File: src/rtl/core/assert_macros.svh
// Assertion helpers shared by the queue and back RTL files.
// Each macro expects a clock named clk and a reset named rst in scope.
`ifndef ASSERT_MACROS_SVH
`define ASSERT_MACROS_SVH

// Same-cycle implication, checked outside reset
`define BCDTP_ASSERT_IMP(label, cond, prop, msg) \
  label: assert property (@(posedge clk) disable iff (rst) (cond) |-> (prop)) \
    else $error(msg);

// Next-cycle implication, checked outside reset
`define BCDTP_ASSERT_NXT(label, cond, prop, msg) \
  label: assert property (@(posedge clk) disable iff (rst) (cond) |=> (prop)) \
    else $error(msg);

`endif

File: src/rtl/core/bcdtp_pkg.sv
// ----------------------------------------------------------------------------
// bcdtp_pkg
// Types and constants shared by the time frame parser front, queue and back.
// ----------------------------------------------------------------------------
package bcdtp_pkg;

  // Frame bytes
  localparam logic [7:0] CMD_TIME  = 8'h01;
  localparam logic [7:0] CMD_ALARM = 8'h02;
  localparam logic [7:0] TRAILER   = 8'hAA;

  // Result status codes
  localparam logic [1:0] ST_IDLE     = 2'd0;
  localparam logic [1:0] ST_TIME_OK  = 2'd1;
  localparam logic [1:0] ST_ALARM_OK = 2'd2;
  localparam logic [1:0] ST_REJECT   = 2'd3;

  // Entries in the job queue between front and back
  localparam int QUEUE_DEPTH = 2;

  // Position within a five-byte frame
  typedef enum logic [2:0] {
    POS_HUNT,
    POS_PAY0,
    POS_PAY1,
    POS_PAY2,
    POS_TRAIL
  } pos_t;

  // One classified request handed from front to back
  typedef struct packed {
    logic            is_trailer;  // this byte closed a frame
    logic            is_alarm;    // frame was a set-alarm frame
    logic            trailer_ok;  // closing byte was the trailer
    logic [2:0][7:0] payload;     // stored payload, index 0 first
  } job_t;

  // One result
  typedef struct packed {
    logic [1:0] frame_status;
    logic       send_ack;
    logic [4:0] hour_out;
    logic [5:0] minute_out;
    logic [5:0] second_out;
    logic [2:0] alarm_slot;
  } res_t;

endpackage

File: src/rtl/core/bcdtp_ifs.sv
// ----------------------------------------------------------------------------
// bcdtp_ifs
// Valid/ready channels of the parser: received bytes in, results out.
// ----------------------------------------------------------------------------
interface bcdtp_rx_if;
  logic       valid;
  logic       ready;
  logic [7:0] rx_byte;

  modport source (output valid, output rx_byte, input ready);
  modport sink   (input valid, input rx_byte, output ready);
endinterface

interface bcdtp_res_if;
  logic       valid;
  logic       ready;
  logic [1:0] frame_status;
  logic       send_ack;
  logic [4:0] hour_out;
  logic [5:0] minute_out;
  logic [5:0] second_out;
  logic [2:0] alarm_slot;

  modport source (output valid, output frame_status, output send_ack, output hour_out,
                  output minute_out, output second_out, output alarm_slot, input ready);
  modport sink   (input valid, input frame_status, input send_ack, input hour_out,
                  input minute_out, input second_out, input alarm_slot, output ready);
endinterface

File: src/rtl/core/bcdtp_front.sv
// ----------------------------------------------------------------------------
// bcdtp_front
// Tracks frame position, stores payload bytes and turns every received byte
// into one job for the back end.
// ----------------------------------------------------------------------------
module bcdtp_front
  import bcdtp_pkg::*;
(
  input  logic clk,
  input  logic rst,
  bcdtp_rx_if.sink rx,
  output logic push,
  output job_t job,
  input  logic q_full
);

  pos_t            pos, pos_next;
  logic            is_alarm, is_alarm_next;
  logic [2:0][7:0] payload;
  logic            take;

  assign rx.ready = !q_full;
  assign take     = rx.valid && !q_full;
  assign push     = take;

  // Position and command registers
  always_ff @(posedge clk) begin
    if (rst) begin
      pos      <= POS_HUNT;
      is_alarm <= 1'b0;
    end else begin
      pos      <= pos_next;
      is_alarm <= is_alarm_next;
    end
  end

  // Payload storage, no reset needed
  always_ff @(posedge clk) begin
    if (take) begin
      case (pos)
        POS_PAY0: payload[0] <= rx.rx_byte;
        POS_PAY1: payload[1] <= rx.rx_byte;
        POS_PAY2: payload[2] <= rx.rx_byte;
        default: ;
      endcase
    end
  end

  // Next position and job classification
  always_comb begin
    pos_next       = pos;
    is_alarm_next  = is_alarm;
    job.is_trailer = 1'b0;
    job.is_alarm   = is_alarm;
    job.trailer_ok = (rx.rx_byte == TRAILER);
    job.payload    = payload;
    case (pos)
      POS_HUNT: begin
        if (take && (rx.rx_byte == CMD_TIME || rx.rx_byte == CMD_ALARM)) begin
          is_alarm_next = (rx.rx_byte == CMD_ALARM);
          pos_next      = POS_PAY0;
        end
      end
      POS_PAY0: if (take) pos_next = POS_PAY1;
      POS_PAY1: if (take) pos_next = POS_PAY2;
      POS_PAY2: if (take) pos_next = POS_TRAIL;
      POS_TRAIL: begin
        job.is_trailer = 1'b1;
        if (take) pos_next = POS_HUNT;
      end
      default: pos_next = POS_HUNT;
    endcase
  end

endmodule

File: src/rtl/core/bcdtp_queue.sv
// ----------------------------------------------------------------------------
// bcdtp_queue
// Short job queue that lets the front and back stall independently.
// ----------------------------------------------------------------------------
`include "assert_macros.svh"

module bcdtp_queue
  import bcdtp_pkg::*;
(
  input  logic clk,
  input  logic rst,
  input  logic push,
  input  job_t push_job,
  output logic full,
  input  logic pop,
  output logic empty,
  output job_t head
);

  localparam int PTR_W = (QUEUE_DEPTH > 1) ? $clog2(QUEUE_DEPTH) : 1;
  localparam int CNT_W = $clog2(QUEUE_DEPTH + 1);

  job_t             entries [QUEUE_DEPTH];
  logic [PTR_W-1:0] wr_ptr, rd_ptr;
  logic [CNT_W-1:0] count;

  assign full  = (count == CNT_W'(QUEUE_DEPTH));
  assign empty = (count == '0);
  assign head  = entries[rd_ptr];

  // Entry storage
  always_ff @(posedge clk) begin
    if (push) entries[wr_ptr] <= push_job;
  end

  // Pointers and fill count
  always_ff @(posedge clk) begin
    if (rst) begin
      wr_ptr <= '0;
      rd_ptr <= '0;
      count  <= '0;
    end else begin
      if (push)
        wr_ptr <= (wr_ptr == PTR_W'(QUEUE_DEPTH - 1)) ? '0 : wr_ptr + 1'b1;
      if (pop)
        rd_ptr <= (rd_ptr == PTR_W'(QUEUE_DEPTH - 1)) ? '0 : rd_ptr + 1'b1;
      if (push && !pop)      count <= count + 1'b1;
      else if (pop && !push) count <= count - 1'b1;
    end
  end

  `BCDTP_ASSERT_IMP(a_no_overflow, push, !full, "queue push while full")
  `BCDTP_ASSERT_IMP(a_no_underflow, pop, !empty, "queue pop while empty")
  `BCDTP_ASSERT_IMP(a_count_range, 1'b1, count <= CNT_W'(QUEUE_DEPTH), "queue count out of range")

endmodule

File: src/rtl/core/bcdtp_back.sv
// ----------------------------------------------------------------------------
// bcdtp_back
// Judges closed frames (BCD range checks, slot check) and holds the result
// in an output register until the receiver takes it.
// ----------------------------------------------------------------------------
`include "assert_macros.svh"

module bcdtp_back
  import bcdtp_pkg::*;
#(
  parameter int ALARM_SLOTS = 8
) (
  input  logic clk,
  input  logic rst,
  input  logic q_empty,
  input  job_t head,
  output logic pop,
  bcdtp_res_if.source res
);

  logic res_valid;
  res_t res_q, res_d;
  logic [6:0] val0, val1, val2;
  logic ok0, ok1, ok2;
  logic [7:0] slot_n;
  logic [7:0] slot_m1;

  function automatic logic bcd_ok(input logic [7:0] b);
    bcd_ok = (b[3:0] <= 4'd9) && (b[7:4] <= 4'd9);
  endfunction

  // tens * 10 + units, as shifts and adds
  function automatic logic [6:0] bcd_val(input logic [7:0] b);
    bcd_val = {b[7:4], 3'b000} + {2'b00, b[7:4], 1'b0} + {3'b000, b[3:0]};
  endfunction

  assign pop = !q_empty && (!res_valid || res.ready);

  // Frame judgement
  always_comb begin
    ok0     = bcd_ok(head.payload[0]);
    ok1     = bcd_ok(head.payload[1]);
    ok2     = bcd_ok(head.payload[2]);
    val0    = bcd_val(head.payload[0]);
    val1    = bcd_val(head.payload[1]);
    val2    = bcd_val(head.payload[2]);
    slot_n  = head.payload[0];
    slot_m1 = slot_n - 8'd1;
    res_d   = '0;
    if (head.is_trailer) begin
      res_d.frame_status = ST_REJECT;
      if (head.trailer_ok && !head.is_alarm) begin
        if (ok0 && ok1 && ok2 && val0 < 7'd24 && val1 < 7'd60 && val2 < 7'd60) begin
          res_d.frame_status = ST_TIME_OK;
          res_d.send_ack     = 1'b1;
          res_d.hour_out     = val0[4:0];
          res_d.minute_out   = val1[5:0];
          res_d.second_out   = val2[5:0];
        end
      end else if (head.trailer_ok && head.is_alarm) begin
        if (slot_n != 8'd0 && slot_n <= 8'(ALARM_SLOTS) && ok1 && ok2 &&
            val1 < 7'd24 && val2 < 7'd60) begin
          res_d.frame_status = ST_ALARM_OK;
          res_d.send_ack     = 1'b1;
          res_d.hour_out     = val1[4:0];
          res_d.minute_out   = val2[5:0];
          res_d.alarm_slot   = slot_m1[2:0];
        end
      end
    end
  end

  // Output register
  always_ff @(posedge clk) begin
    if (rst) begin
      res_valid <= 1'b0;
    end else if (pop) begin
      res_valid <= 1'b1;
    end else if (res.ready) begin
      res_valid <= 1'b0;
    end
  end

  always_ff @(posedge clk) begin
    if (pop) res_q <= res_d;
  end

  assign res.valid        = res_valid;
  assign res.frame_status = res_q.frame_status;
  assign res.send_ack     = res_q.send_ack;
  assign res.hour_out     = res_q.hour_out;
  assign res.minute_out   = res_q.minute_out;
  assign res.second_out   = res_q.second_out;
  assign res.alarm_slot   = res_q.alarm_slot;

  `BCDTP_ASSERT_IMP(a_ack_match, res_valid,
    res_q.send_ack == (res_q.frame_status == ST_TIME_OK || res_q.frame_status == ST_ALARM_OK),
    "ack flag disagrees with status")
  `BCDTP_ASSERT_IMP(a_reject_zero, res_valid && !res_q.send_ack,
    res_q.hour_out == '0 && res_q.minute_out == '0 && res_q.alarm_slot == '0,
    "fields not cleared on rejected or idle result")
  `BCDTP_ASSERT_NXT(a_pop_loads, pop, res_valid, "popped job did not reach output")

endmodule

File: src/rtl/core/bcd_time_frame_parser_unit.sv
// ----------------------------------------------------------------------------
// bcd_time_frame_parser_unit
// Five-byte set-time / set-alarm frame parser with one result per byte.
// ----------------------------------------------------------------------------
// Usage:
//   rx  : valid/ready channel of received bytes (rx_byte).
//   res : valid/ready channel of results, exactly one per accepted byte:
//         frame_status, send_ack, hour_out, minute_out, second_out, alarm_slot.
//   A byte is taken on a clock edge with valid and ready both high.
//   Throughput: one byte per cycle sustained while the receiver keeps up.
//   An accepted byte is written into the queue, then popped into the output
//   register, where its result becomes valid.
//   The front tracks frame position and payload; a two-entry job queue feeds
//   the back, which checks BCD ranges and the alarm slot combinationally.
//   Stall: if res.ready is low the result holds; up to two more bytes are
//   queued, then rx.ready drops until the receiver takes a result.
//   Reset (rst, synchronous): position returns to hunting for a command,
//   queue and output register empty. No clearing pass is needed.
// ----------------------------------------------------------------------------
module bcd_time_frame_parser_unit
  import bcdtp_pkg::*;
#(
  parameter int ALARM_SLOTS = 8
) (
  input  logic clk,
  input  logic rst,
  bcdtp_rx_if.sink    rx,
  bcdtp_res_if.source res
);

  logic push, pop, q_full, q_empty;
  job_t push_job, head;

  // Frame tracking and classification
  bcdtp_front u_front (
    .clk    (clk),
    .rst    (rst),
    .rx     (rx),
    .push   (push),
    .job    (push_job),
    .q_full (q_full)
  );

  // Job queue
  bcdtp_queue u_queue (
    .clk      (clk),
    .rst      (rst),
    .push     (push),
    .push_job (push_job),
    .full     (q_full),
    .pop      (pop),
    .empty    (q_empty),
    .head     (head)
  );

  // Judge and output register
  bcdtp_back #(
    .ALARM_SLOTS (ALARM_SLOTS)
  ) u_back (
    .clk     (clk),
    .rst     (rst),
    .q_empty (q_empty),
    .head    (head),
    .pop     (pop),
    .res     (res)
  );

endmodule
File: src/flat_wrapper.sv
// flat-port wrapper written by rule: the top's interface ports become plain ports
module bcd_time_frame_parser_unit_flat import bcdtp_pkg::*;
#(
  parameter int ALARM_SLOTS = 8
)
  (clk, rst, rx_valid, rx_rx_byte, rx_ready, res_valid, res_frame_status, res_send_ack, res_hour_out, res_minute_out, res_second_out, res_alarm_slot, res_ready);
  bcdtp_rx_if rx_i ();
  bcdtp_res_if res_i ();
  input  logic clk;
  input  logic rst;
  input wire logic [$bits(rx_i.valid)-1:0] rx_valid;
  input wire logic [$bits(rx_i.rx_byte)-1:0] rx_rx_byte;
  output wire logic [$bits(rx_i.ready)-1:0] rx_ready;
  output wire logic [$bits(res_i.valid)-1:0] res_valid;
  output wire logic [$bits(res_i.frame_status)-1:0] res_frame_status;
  output wire logic [$bits(res_i.send_ack)-1:0] res_send_ack;
  output wire logic [$bits(res_i.hour_out)-1:0] res_hour_out;
  output wire logic [$bits(res_i.minute_out)-1:0] res_minute_out;
  output wire logic [$bits(res_i.second_out)-1:0] res_second_out;
  output wire logic [$bits(res_i.alarm_slot)-1:0] res_alarm_slot;
  input wire logic [$bits(res_i.ready)-1:0] res_ready;
  assign rx_i.valid = rx_valid;
  assign rx_i.rx_byte = rx_rx_byte;
  assign rx_ready = rx_i.ready;
  assign res_valid = res_i.valid;
  assign res_frame_status = res_i.frame_status;
  assign res_send_ack = res_i.send_ack;
  assign res_hour_out = res_i.hour_out;
  assign res_minute_out = res_i.minute_out;
  assign res_second_out = res_i.second_out;
  assign res_alarm_slot = res_i.alarm_slot;
  assign res_i.ready = res_ready;
  bcd_time_frame_parser_unit #(.ALARM_SLOTS(ALARM_SLOTS)) u_core (.clk(clk), .rst(rst), .rx(rx_i), .res(res_i));
endmodule
File: config.mk
export PLATFORM = sky130hd
export DESIGN_NAME = bcd_time_frame_parser_unit_flat
export DESIGN_NICKNAME = d
export VERILOG_FILES = /design/src/rtl/core/bcdtp_pkg.sv /design/src/rtl/core/bcdtp_ifs.sv /design/src/rtl/core/bcdtp_front.sv /design/src/rtl/core/bcdtp_queue.sv /design/src/rtl/core/bcdtp_back.sv /design/src/rtl/core/bcd_time_frame_parser_unit.sv /design/src/flat_wrapper.sv
export VERILOG_INCLUDE_DIRS = /design/src /design/src/rtl/core
export SDC_FILE = /design/constraint.sdc
export NUM_CORES = 1
export LEC_CHECK = 0
export BUFFER_PORTS_ARGS = -buffer_cell sky130_fd_sc_hd__clkbuf_2
export CORE_UTILIZATION = 45
export DETAILED_ROUTE_END_ITERATION = 10
export GPL_TIMING_DRIVEN = 0
export PLACE_DENSITY_LB_ADDON = 0.2
export SYNTH_ARGS = -nofsm -noshare
export SYNTH_HDL_FRONTEND = slang
export SYNTH_SLANG_ARGS = --single-unit
File: constraint.sdc
create_clock -name clk -period 3.8 [get_ports clk]
set_input_delay 0.19 -clock clk [delete_from_list [all_inputs] [get_ports clk]]
set_output_delay 0.19 -clock clk [all_outputs]
set_load 0.05 [all_outputs]
==> impl_metrics.toml <==
[yosys]
ys.flop_type = "edfxtp_1"
netlist_instances = 377
yosysMostFrequentCell = "edfxtp_1"
yosys.area.top_type = "edfxtp_1"
yosys.area.top_type_share_pct = 58.54
synth_nets = 420
seq_area_frac_synth_pct = 62.40
synth.cell_area_sq_mm = 0.005181
synth_edf_count = 101
yosys-top-cells-area = "edfxtp_1 59%, ha_1 6.0%, dfxtp_1 3.9%, mux2i_1 2.7%, a21oi_1 2.3%"
synth_area_per_cell_sq_um = 13.74
yosys.cell_types.count = 53
async_flop_share_pct = 0
ys_ff_latch = 111
synth_warnings = 0
yosys-top-cells-count = "101 x edfxtp_1, 25 x ha_1, 25 x inv_1"

[layout]
areaGrowthSynthToFinish_pct = 17.29
final_util_pct = 55.09
drive_above_1_share_pct = 23.81
antennaDiodeCount = 0
nNetsFinal = 479

[placement]
place_ws_ns = -0.7005
hpwl_um = 7157
numPortBuffers = 35
place_congestion = 0.8002

[power_and_ir_drop]
p_switching_mw = 2.043
power_density_mw_per_mm2 = 821.8
p_comb_share_pct = 49.4
p_sw_share_pct = 40.91
p_leak_nw = 2.265
power_mw = 4.994
ir_worst_vdd_v = 0.0005018
p_int_mw = 2.951
p_clk_share_pct = 18.1
sequentialPowerShare_pct = 32.5

[die]
start_util_pct = 46.97
rows = 38
die_h_um = 109.3
io_pins = 37
coreArea_sq_mm = 0.01103
die_area_sq_mm = 0.01195
die_w_um = 109.3

[setup_path]
critPathKind = "flop to flop"
crit_family = "adder cells"
slowest_delay_ns = 0.52
crit_arrival_ns = 3.69
path_max_fanout = 12
path_buf_inv = 4
startpoint_type = "flop"
cpMaxStageDelayCell = "fa_1"
cp-end-kind = "flop"
path_cells = "buf_6, buf_12, buf_12, mux2i_2, fa_1, inv_1, fa_1, xor2_1, a221o_1, nor4_4, nand3_2, o21ba_2"
crit_required_ns = 3.89

[route]
dr.pass1.iters = 4
vias = 3156
ant_nets = 0
drt_iter0_markers = 145
drcViolationCount = 0
wire_per_inst_um = 16.40
routed_wl_um = 9530
post_drt_via_cell_ratio = 5.432

[clocking]
cts.reportedPaths.clkPinSlew_ns = 0.07
cts_made_buffers = 9
h-tree-depth = 3
ctsHoldBuffers = 0
cts_tree = "yes"
clockRootBuffer = "clkbuf_16"
clkSinkCount = 111
clk_latency_ns = 0.34
cts_buffer_depth = 2

[sta]
slew-limit-headroom_pct = 36.87
timing.final.crit_share_pct = 94.55
final.setup.worst_slack_ns = 0.2073
whs_ns = 0.1260
period_needed_ns = 3.593
setup-violations-final = 0
worst_pin_slew_ns = 0.9460
rsz0062_at_grt = "no"
tns_ns = 0
maxSlewViolCount = 0
fin_worst_skew_ns = 0.009295
max_freq_ghz = 0.2783
final_hold_viol_count = 0

[global_route]
grt_max_degree = 25
grt_remaining_overflow = 0
track_usage_pct = 17.36
grt_antenna_before_repair = 0
grt_pass1_wl_um = 15110
grt_pass1_vias = 2941

[status]
status = "completed"

[worst_hold_path]
hold_class = "primary input to flop"

[job]
maxCapViolations = 0
[area by class of cell]
| cell class | count | area, sq um |
|---|---|---|
| multi-input cells | 230 | 1862 |
| clock buffers | 10 | 229.0 |
| well taps | 140 | 175.2 |
| fillers | 931 | 4954 |
| repair buffers | 49 | 324.1 |
| plain buffers | 10 | 100.1 |
| inverters | 25 | 93.84 |
| clock inverters | 6 | 60.06 |
| flip-flops and latches | 111 | 3233 |
[cells in the final DEF, fill, tap and decap left out, drive strengths merged, types with 4 or more instances in the layout]
| master | instances |
|---|---|
| xor2 | 8 |
| nor2b | 4 |
| nand2 | 12 |
| ha | 25 |
| clkbuf | 47 |
| dfxtp | 10 |
| and3 | 8 |
| nor2 | 22 |
| inv | 29 |
| edfxtp | 101 |
| nand3 | 11 |
| a21oi | 24 |
| mux2 | 10 |
| nand2b | 6 |
| buf | 21 |
| mux2i | 14 |
| nand4 | 12 |
| o21ai | 9 |
| fa | 6 |
| nor3 | 18 |
[sequential cells by signal, indices dropped and copies added, names as in the netlist, named ones only]
signal,flops
u_core.u_front.job,24
u_core.u_queue.rd_ptr,1
u_core.u_queue.wr_ptr,1
u_core.u_back.res.valid,1
u_core.u_back.res.send_ack,1
u_core.u_queue.entries,54
u_core.u_front.pos,3
u_core.u_queue.count,2
u_core.u_back.res.frame_status,2
u_core.u_back.res.minute_out,6
u_core.u_front.is_alarm,1
u_core.u_back.res.alarm_slot,3
u_core.u_back.res.hour_out,5
u_core.u_back.res.second_out,6
[power groups by stage]
| stage | logic (mW) | registers [mW] | clock network (mW) |
|---|---|---|---|
| floorplan | 1.42 | 1.96 | 0 |
| global placement | 2.20 | 1.65 | 0 |
| detailed placement | 2.25 | 1.65 | 0 |
| CTS | 2.43 | 1.62 | 0.923 |
| global route | 2.69 | 1.64 | 0.963 |
| finish | 2.47 | 1.62 | 0.904 |
[repair_timing]
action,in CTS,in global routing
gates resized for setup,18,4
setup endpoints to repair,23,23
endpoints found under the hold margin,0,0
setup buffers,5,6
pin swaps,3,0
gates cloned,1,0
[cells by family (layout without fill, tap and decap cells)]
| logic type | Yosys count | count (layout) | synth area share [%] |
|---|---|---|---|
| muxes | 24 | 24 | 4.878 |
| xor gates and xnor gates | 11 | 11 | 1.860 |
| DFF | 111 | 111 | 62.40 |
| adders and majority gates | 31 | 31 | 8.356 |
| buffers and inverters | 36 | 100 | 3.067 |
| and+or+nand+nor | 110 | 110 | 11.78 |
| AOI/OAI and AO/OA | 54 | 54 | 7.656 |
[path summary, 6_finish.rpt]
path                                                           to                            start  depth (start not counted)  slack, ns
hold reg to reg            u_core.u_queue.entries[0][7]$_DFFE_PP_  u_core.u_front.job[7]$_DFFE_PP_                          0       0.45
setup reg to reg  u_core.u_back.res.frame_status[1]$_SDFFCE_PN0P_                             flop                         12       0.21
hold / removal                   u_core.u_front.job[20]$_DFFE_PP_                    rx_rx_byte[4]                          1       0.13
setup / recovery  u_core.u_back.res.frame_status[1]$_SDFFCE_PN0P_                             flop                         12       0.21
[layer usage]
metal | global-route usage [%] | wire length (um) | vias to the layer above
met5 | 0 | 0 | -
met4 | 6.381 | 131 | 0
met1 | 22.41 | 4443 | 1520
met2 | 28.98 | 4509 | 85
li1 | - | - | 1538
met3 | 3.616 | 445 | 13
[metrics by stage]
stage,instance area (sq um),std cells
2_1_floorplan,5194,377
3_3_place_gp,5544,552
3_5_place_dp,5604,554
4_1_cts,6031,576
5_1_grt,6077,581
6_report,6077,581
(Power assumes the default switching activity.)
